## src/sv/isrt_pkg.sv

```systemverilog
`default_nettype none

package isrt_pkg;

    localparam int unsigned DATA_W = 32;

    typedef logic signed [DATA_W-1:0] t_data;

    // operation broadcast to every cell of the chain
    typedef enum logic [1:0] {
        CELL_HOLD,
        CELL_INSERT,
        CELL_DRAIN
    } t_cell_op;

    typedef struct packed {
        t_cell_op op;
        t_data    value;
    } t_cell_ctrl;

    typedef enum logic {
        ST_LOAD,
        ST_DRAIN
    } t_state;

endpackage

`default_nettype wire

```

## src/sv/isrt_cell.sv

```systemverilog
`default_nettype none

module isrt_cell
    import isrt_pkg::*;
(
    input  wire        i_clk,
    input  t_cell_ctrl i_ctrl,
    input  wire        i_live,
    input  t_data      i_left_value,
    input  wire        i_left_greater,
    input  t_data      i_right_value,
    output t_data      o_value,
    output logic       o_greater
);

    t_data r_value;
    t_data n_value;

    // an empty slot counts as larger than anything, so equal values stay in front
    assign o_greater = !i_live || (r_value > i_ctrl.value);
    assign o_value   = r_value;

    always_comb begin
        n_value = r_value;
        case (i_ctrl.op)
            CELL_INSERT: begin
                if (o_greater) begin
                    n_value = i_left_greater ? i_left_value : i_ctrl.value;
                end
            end
            CELL_DRAIN: begin
                n_value = i_right_value;
            end
            default: begin
                n_value = r_value;
            end
        endcase
    end

    always_ff @(posedge i_clk) begin
        r_value <= n_value;
    end

endmodule

`default_nettype wire

```

## config.mk

```make
export PLATFORM = sky130hd
export DESIGN_NAME = isrt_cell
export DESIGN_NICKNAME = d
export VERILOG_FILES = /design/src/sv/isrt_pkg.sv /design/src/sv/isrt_cell.sv
export SDC_FILE = /design/constraint.sdc
export NUM_CORES = 1
export LEC_CHECK = 0
export ABC_AREA = 0
export BUFFER_PORTS_ARGS = -buffer_cell sky130_fd_sc_hd__buf_4
export CAP_MARGIN = 20
export CORE_MARGIN = 3
export CORE_UTILIZATION = 46
export DETAILED_ROUTE_END_ITERATION = 7
export PLACE_DENSITY = 0.81
export SETUP_SLACK_MARGIN = 0.5
export SLEW_MARGIN = 20
export SYNTH_ARGS = -nofsm -noshare
export SYNTH_HDL_FRONTEND = slang
export SYNTH_SLANG_ARGS = --single-unit
export TNS_END_PERCENT = 30
```

## constraint.sdc

```tcl
create_clock -name i_clk -period 6.4 [get_ports i_clk]
set_clock_uncertainty 0.1 [all_clocks]
set_input_delay 0.96 -clock i_clk [delete_from_list [all_inputs] [get_ports i_clk]]
set_output_delay 0.96 -clock i_clk [all_outputs]
set_load 0.05 [all_outputs]
```

Yosys cells after proc, flatten, opt, wreduce, memory -nomap -nowiden:

Index checks and enable logic that the tools add are counted.

* flip-flop bits (word level): 32
* bits of input ports: 101
* output and inout bits: 33
* word-level logic and storage cells: 12

* order comparisons: 1
* equality and inequality tests: 3
* multiplexer cells: 3
* reduce and logical (&&, ||, !) cells: 4

Operator list (count)
* 32-bit two-way mux: 2
* 32-bit case mux with 2 select lines: 1
* 32-bit greater-than comparator: 1
* 2-bit by 1-bit equality test with 1-bit output (second input constant): 1
* 2-bit equality test (second input constant): 1
* 2-bit inequality test (second input constant): 1
* 2-bit AND reduction: 1
* 2-bit nonzero test: 1
* 1-bit zero test: 1
* 1-bit logical OR: 1

Depth between registers and ports, before layout:

Gate-level depths: netlist of run 1.

* word-level depth: 4
* mapped depth: 8
* mapped depth without buffers: 8

Least setup slack after synthesis of run 1:

OpenSTA, ideal clock, no wires.

* path kind: in2reg
* from: input i_ctrl[1] (netlist name)
* to: register r_value[0] (netlist: o_value[0]), enable pin
* library setup time: 0.441 ns
* arrival: 3.750 ns
* required time: 5.859 ns
* slack: 2.110 ns
* stages: 7
* cell sequence: inv_1 ha_1 nor2b_1 o211ai_1 a2111oi_1 o41ai_1 a31oi_1

* cells in the longest elaborated chain, start to end: 4

Ends and longest elaborated chain
* start, declared: RTL line isrt_cell.sv:7 `input t_cell_ctrl i_ctrl,`
* 32-bit greater-than comparator: RTL line isrt_cell.sv:20 `assign o_greater = !i_live || (r_value > i_ctrl.value);`
* 1-bit logical OR: RTL line isrt_cell.sv:20
* 2-bit inequality test (no line)
* 2-bit AND reduction (no line)
* end signal, assigned: RTL line isrt_cell.sv:41 `r_value <= n_value;`
* end, declared: RTL line isrt_cell.sv:16 `t_data r_value;`

No other way between the ends.
A chain may end at the register's enable or synchronous reset.

Worst setup path after layout of run 1:

* from: input i_ctrl[1] (netlist name)
* to: output o_greater

* cells in the longest elaborated chain, start to end: 2

Ends and longest elaborated chain
* 32-bit greater-than comparator: RTL line isrt_cell.sv:20
* 1-bit logical OR: RTL line isrt_cell.sv:20
* end, declared: RTL line isrt_cell.sv:13 `output logic o_greater`

No other way between the ends.

==> results.md, run 1 <==
- The total clock buffers created by CTS is 5.
- The total clock sinks is 32.
- The slew of the pin with the lowest slew margin is between 600 and 700 ps.
- The setup path with the least slack is of type primary input to output port.
- After detailed routing, the number of remaining DRC violations is 0.
- The kind of cell adding the most delay to the critical path is compound AO/OA/AOI/OAI gates.
- The cell sitting at the root of the clock tree is a sky130_fd_sc_hd__clkbuf_8.
- By area the synthesized netlist is led by sky130_fd_sc_hd__edfxtp_1 39%, sky130_fd_sc_hd__ha_1 16%, sky130_fd_sc_hd__mux2i_1 13%.
- The synthesized netlist occupies a cell area of roughly 2500 µm².
- The layout filler cell count is about 410.
- The via count of the first global-routing pass is 2355.
- The number of port buffers is 133.
- The routed via count divided by cell count is slightly above 5.
- The area growth from synthesis to layout is 47.2%.
- Data on the critical path arrives at its endpoint at 2790 ps.
- The setup total negative slack is 0 ps.
- The area of combinational cells with multiple inputs is between 1000 and 1500 µm².
- The sequential element share of the synthesized area is 0.388.
- The total core area is 5170 µm².
- The overall die height is 79.4 µm.
- The remaining global-route overflow is 0.
- The largest total area in the synthesized netlist belongs to sky130_fd_sc_hd__edfxtp_1.
- In this run the post-CTS setup repair buffer count came out at 0.
- The cell row count is 26.
- Across the run, the number of max-cap violations was 0.
- The power density normalized to cell area is roughly 190 nW/µm².
- The worst supply voltage drop on vdd is a little over 100 µV.
- Synthesis produced a netlist with a net count of 390.
- Setup repair after global routing left no endpoint under its margin.
- The layout net count is about 520.
- The worst setup path is captured at an output port.
- The DRC violation total after the first TritonRoute iteration is 73.
- The number of ports placed on the die boundary is 134.
- TritonCTS built the clock tree.
- The type of the most critical hold path is primary input to register.
- The repair_antennas step left the layout with diodes totalling 0.
- The leakage dissipation is 1.81 nW.
- The via count is approximately 2300.
- The count of unique library cells instantiated by Yosys is 26.
- The largest individual stage delay along the critical path comes from the cell sky130_fd_sc_hd__o41ai_1.
- STA classifies the critical path startpoint as a primary input.
- The buffer and inverter count on the worst path is 3.
- At the later pin of the worst-skew pair, clock insertion delay measures roughly 280 ps.
- The number of max-slew violations in the final report is 0.
- The number of hold violations in the final report is 0.
- The final critical-path share of the clock period is 0.601.
- Across all setup checks in the final design, the least slack found is 2550 ps.
- The number of antenna violations at the first check in global routing is 0.
- The clock passes through at most 2 buffers.
- The most frequent standard cell in the layout excluding fill and tap cells is sky130_fd_sc_hd__buf_4.
- The top cell types in the final layout, fill and taps aside, are 134 x sky130_fd_sc_hd__buf_4, 36 x sky130_fd_sc_hd__nand2_1, 34 x sky130_fd_sc_hd__o21ai_0.
- Subtracting the final worst setup slack from the clock period gives 3850 ps.
- Static timing analysis puts the maximum clock frequency at 260 MHz.
- For this configuration, the core starts out at a cell density of 0.479.
- Of all nets on the critical path, the largest fanout is 2.
- The number of synthesis warnings is 0.
- The number of detailed-routing iterations run before antenna repair is 4.
- The detail route stage leaves a number of antenna-violating nets equal to 0.
- The clock tree synthesis step divided the H-tree into 2 levels.
- The non-filler instance count after layout is 458.
- The die footprint is 6300 µm².
- The flip-flop count of the largest register, all copies and words added is 32.
- Post-CTS repair changed the size of 0 cells.
- In the final routed layout, each cell accounts on average for 14.3 µm.
- The HPWL after detailed placement is 5170 µm.
- The global router's overall resource usage is 0.209.
- The cell count after synthesis came out at 257.
- The global placer's final weighted congestion is between 0.7 and 0.8.
- The number of setup violations in the final report is 0.
- Across the whole layout, storage elements account for 961 µm².
- The first global-routing pass estimated just over 10000 µm of wire.
- The routed wire length is 6530 µm.
- Averaged over all synthesized cells, the footprint is 9.63 µm².
- Traced cell by cell, the critical path runs through buf_4 > inv_1 > ha_1 > nor2b_1 > o211ai_1 > a2111oi_1 > o41ai_1 > a31oi_1 > buf_4.
- The top-area cell type share of the netlist area is 0.388.
- Entering global routing, the biggest net connects 66 pins.
- The fraction of layout instances using a drive strength above 1 is 0.374.
- Final hold analysis gives a worst-case slack of 847 ps.
- The most numerous cell type found on the critical path is sky130_fd_sc_hd__buf_4.
- The flow ran to the end, and the final reports show no timing, DRC or antenna violations.
- In this run, post-CTS hold repair placed 0 buffers.
- After clock tree synthesis, the clock-pin slew on the worst setup and hold paths is 60 ps.
- At the worst endpoint, the required time is 5340 ps.
- The normalized max-slew margin is 0.570.
- The worst slack at placement is about 2600 ps.
- In this design, the stage delay of the slowest critical-path cell is 600 ps.
- The floorplan step set the die width to 79.4 µm.
- Including well taps, the total number of placed cells is 450.
- Counting flops and latches in the post-synthesis netlist gives 32.
## worst min-delay path: stages
cell and delay [ps]:
sky130_fd_sc_hd__buf_4 70, sky130_fd_sc_hd__nand2_1 30, sky130_fd_sc_hd__o21ai_0 50
## layout make-up
class / instances / area share
sequential: 32 / 0.264
clock inverter: 2 / 0.00206
clock buffer: 5 / 0.0189
tap: 70 / 0.0240
timing repair buffer: 135 / 0.284
multi-input combinational: 182 / 0.375
inverter: 32 / 0.0330
## cell families (layout without fill, tap and decap cells)
| logic type | count (synthesis) | in the layout | synth area share |
|---|---|---|---|
| fa+ha+maj | 32 | 32 | 0.162 |
| mux | 32 | 32 | 0.129 |
| simple gates | 57 | 57 | 0.110 |
| compound gates | 61 | 61 | 0.142 |
| flops | 32 | 32 | 0.388 |
| buf+inv | 43 | 174 | 0.0692 |
## power by group
part / internal (mW) / switching, mW / leakage, nW
sequential: 0.260 / 0.0120 / 0.310
clock: 0.0717 / 0.0722 / 0.0391
combinational: 0.113 / 0.158 / 1.46
total: 0.444 / 0.243 / 1.81
## Yosys cell counts, drive strengths merged
cell type	count
o211ai	1
o2bb2ai	1
a31oi	2
nor2b	4
a211oi	2
a2111oi	2
clkbuf	3
or2b	1
nand3	3
o41ai	2
nor2	2
mux2i	32
a21o	4
and2	1
a21oi	12
nand4	8
edfxtp	32
nor4	2
buf	8
o21ai	35
ha	32
nand2	36
inv	32
## metrics by stage
| stage | cell area [µm²] | utilization | power, mW |
|---|---|---|---|
| 6_report | 3640 | 0.705 | 0.687 |
| 5_1_grt | 3640 | 0.705 | 0.725 |
| 4_1_cts | 3620 | 0.699 | 0.690 |
| 3_5_place_dp | 3540 | 0.685 | 0.545 |
| 3_3_place_gp | 3540 | 0.685 | 0.538 |
| 2_1_floorplan | 2480 | - | 0.437 |
## final timing paths
kind                           from  slack (ps)     endpoint  cells past startpoint
setup reg to reg        o_value[27]        3590  o_value[17]                      6
hold / removal    i_right_value[14]         850  o_value[14]                      3
hold reg to reg         o_value[31]        1200  o_value[30]                      5
setup / recovery          i_ctrl[1]        2550    o_greater                      9
## per-layer routing
metal	share of wire	routed length, µm	GRT usage
met1	0.40	2640	0.237
met2	0.51	3300	0.373
met3	0.075	487	0.0576
met4	0.015	99	0.0756
met5	0	0	0
Note: power is estimated with default switching activity, not from simulation.
==> inputs of run 2 (changes only) <==
--- a/config.mk
+++ b/config.mk
@@ -9,9 +9,9 @@
 export BUFFER_PORTS_ARGS = -buffer_cell sky130_fd_sc_hd__buf_4
 export CAP_MARGIN = 20
 export CORE_MARGIN = 3
-export CORE_UTILIZATION = 46
+export CORE_UTILIZATION = 45
 export DETAILED_ROUTE_END_ITERATION = 7
-export PLACE_DENSITY = 0.81
+export PLACE_DENSITY = 0.79
 export SETUP_SLACK_MARGIN = 0.5
 export SLEW_MARGIN = 20
 export SYNTH_ARGS = -nofsm -noshare
==> constraint.sdc (replaced) <==
create_clock -name i_clk -period 4 [get_ports i_clk]
set_clock_uncertainty 0.1 [all_clocks]
set_input_delay 0.6 -clock i_clk [delete_from_list [all_inputs] [get_ports i_clk]]
set_output_delay 0.6 -clock i_clk [all_outputs]
set_load 0.05 [all_outputs]
==> run 2 against run 1 <==
Net effect:
- utilization is 0.38 points higher
- clock power grew 120%
- setup slack got worse by 1700 ps
- sequential share of layout area decreased by 0.30 points
- global-route usage down 0.49 points
- hold slack got worse by 370 ps
- first-iteration DRC count grew 27%
- non-clock buffer count up 1
- total power increased by 72%
- sequential power rose by 60%
- cell count rose by 0.44%
- via count rose by 2.2%
==> results.md, run 2 (same netlist as run 1, synthesis figures left out) <==
- The run finished with clean final reports.
- Of the total power, the share spent switching nets is 0.340.
- The launch point of the critical path is i_ctrl[1].
- Leaving out fill and tap cells, the most frequent cells in the layout are 135 x sky130_fd_sc_hd__buf_4, 36 x sky130_fd_sc_hd__nand2_1, 34 x sky130_fd_sc_hd__o21ai_0.
- The tool flagged a number of max-cap violations equal to 0.
- The startpoint type of the worst setup path is a primary input.
- The number of detailed-routing iterations run before antenna repair is 4.
- In this run the register-to-register setup slack is 1270 ps.
- The setup total negative slack is 0 ps.
- The largest stage delay on the critical path is 600 ps.
- The width of the chip is 80.2 µm.
- The logic gate share of total power is 0.367.
- The routed via count divided by cell count is around 5.
- For this run, the top clock speed supported by timing is 323 MHz.
- The largest fanout on the critical path is 2.
- The total overflow left after global routing is 0.
- The number of setup violations in the final report is 0.
- The die is 80.2 µm tall.
- The initial utilization of the core area, before any placement, comes to 0.476.
- Setup repair after global routing left no endpoint under its margin.
- The critical path data arrival time is ~2400 ps.
- Compared with the post-synthesis result, the final layout area differs by 48.9%.
- The via count of the first global-routing pass is 2349.
- Wires add up to ~6500 µm.
- The fraction of met2 tracks used by global routing is 0.357.
- After routing the design area is 3690 µm².
- The cell row count is 26.
- The most frequent standard cell in the layout excluding fill and tap cells is sky130_fd_sc_hd__buf_4.
- The leakage dissipation is 1.83 nW.
- The cts-stage hold buffer count is 0.
- The maximum buffer depth of the clock tree is 2.
- For this run, the total global-route usage over all layers was measured as 0.204.
- The number of max-slew violations in the final report is 0.
- The critical path data required time is 3300 ps.
- By instance count, the cell type seen most on the critical path is sky130_fd_sc_hd__buf_4.
- The H-tree generated during clock tree synthesis spans 2 levels.
- The worst reg2reg path startpoint is o_value[13].
- The fraction of layout instances using a drive strength above 1 is 0.382.
- Following the worst setup path forward leads to its endpoint at o_greater.
- The cell area after placement is 3550 µm².
- Walking the worst path, the cells encountered are buf_4 > inv_1 > ha_1 > nor2b_1 > o211ai_1 > a2111oi_1 > o41ai_1 > a31oi_1 > buf_4.
- The layout net count is 522.
- The total inserted antenna cells is 0.
- The type of the most critical hold path is primary input to register.
- Across the VDD grid, the largest voltage drop is 173 µV.
- The half-perimeter wire length of the detailed placement result is 5250 µm.
- The total clock sinks is 32.
- The design internal power is 0.781 mW.
- The category of the critical setup timing path is primary input to output port.
- 134 I/O pins were placed.
- The minimum clock period is 3100 ps.
- The number of hold violations in the final report is 0.
- The clock network fraction of total power is 0.266.
- In this run the tightest slew margin relative to its limit is 0.572.
- CTS placed an instance of sky130_fd_sc_hd__clkbuf_8 at the clock tree root.
- Counting the buffers created by CTS gives 5.
- The count of nets left with antenna violations after detail routing is 0.
- Dividing total power by cell area gives a power density of 321 nW/µm².
- The net switching power is 0.402 mW.
- The most used routing layer is met2.
- For met1 alone, demand over resource in global routing was 0.242.
- The buffer count from post-CTS setup fixing is 0.
- The number of cells upsized or downsized after cts is 0.
- For this run, design rule violations remaining after detail routing come to 0.
- The number of antenna violations at the first check in global routing came to 0.
- During placement, the flow inserted port buffers numbering 133.
- The register with the most flip-flops in the layout has 32 of them.
- Dividing the final minimum period by the clock period gives 0.774.
- TritonCTS built the clock tree.
- In this run the critical register-to-register path is captured at o_value[6].
- The per-cell routed wire length is 14.0 µm.
- The total core area is 5200 µm².
- At the end of routability-driven placement, the weighted congestion stood at 0.816.
- Entering global routing, the biggest net connects 37 pins.
- The slowest cell on the critical path is sky130_fd_sc_hd__o41ai_1.
- The die covers 6430 µm².
- The wire length of the first global-routing pass is 10300 µm.
- The via count is between 2000 and 2500.
- Clock latency on the worst-skew pair, taken at its later pin, is ~290 ps.
- The worst reg-to-reg path cell count is 6.
- The met3 track demand over resource is 0.0561.
- The slew of the pin with the lowest slew margin is about 630 ps.
- The nature of the critical path endpoint is an output port.
- The share of total power dissipated in sequential elements is 0.367.
- The clock-pin transition on the worst setup and hold timing paths is 70 ps.
- After the first detailed-routing iteration, the DRC count stood at 93.
[run 2: changes by cell type in the layout (fill, tap and decap cells not counted)]
cell | previous run | this run
sky130_fd_sc_hd__clkinv_1 | 2 | 0
sky130_fd_sc_hd__buf_4 | 134 | 135
sky130_fd_sc_hd__bufinv_16 | 0 | 1
sky130_fd_sc_hd__clkinv_2 | 0 | 1
sky130_fd_sc_hd__clkinvlp_4 | 0 | 1
[run 2: worst min-delay path by stage]
| stage | from | to | slack (ps) | depth (start not counted) |
|---|---|---|---|---|
| 2_1_floorplan | i_right_value[0] | o_value[0] | 690 | 2 |
| 3_3_place_gp | i_right_value[16] | o_value[16] | 780 | 3 |
| 3_5_place_dp | i_right_value[15] | o_value[15] | 780 | 3 |
| 4_1_cts | i_right_value[15] | o_value[15] | 480 | 3 |
| 5_1_grt | i_right_value[12] | o_value[12] | 490 | 3 |
| 6_report | i_right_value[15] | o_value[15] | 480 | 3 |
[run 2: metal layers]
| metal | part of all wire | vias up |
|---|---|---|
| met5 | 0 | - |
| met3 | 0.086 | 9 |
| met1 | 0.40 | 1078 |
| met2 | 0.50 | 89 |
| met4 | 0.017 | 0 |
| li1 | - | 1190 |
[run 2: layout make-up]
type | count | area [µm²]
timing repair buffer | 136 | 1040
clock buffer | 5 | 68.8
sequential | 32 | 961
tap | 70 | 87.6
fill | 442 | 1520
multi-input combinational | 182 | 1370
clock inverter | 3 | 42.5
inverter | 32 | 120
[run 2: worst max-delay path: cells and delay by family]
family | cells | cell delay, ps
simple gates | 1 | 130
fa+ha+maj | 1 | 290
compound gates | 4 | 1030
buf+inv | 3 | 350
[run 2: stage by stage]
stage | std cells | util | power (mW) | setup WS [ps] | hold WS [ps]
after floorplan | 257 | - | 0.700 | 749 | 687
after global placement | 451 | 0.682 | 0.862 | 760 | 778
after detailed placement | 451 | 0.682 | 0.872 | 703 | 780
after CTS | 459 | 0.703 | 1.19 | 875 | 476
after global routing | 460 | 0.708 | 1.25 | 670 | 486
final | 460 | 0.708 | 1.18 | 904 | 478
[run 2: power groups by stage]
stage,clock [mW],combinational [mW],sequential [mW]
floorplan,0,0.148,0.552
global placement,0,0.422,0.440
detailed placement,0,0.430,0.442
CTS,0.322,0.431,0.435
global route,0.334,0.473,0.438
finish,0.315,0.434,0.434
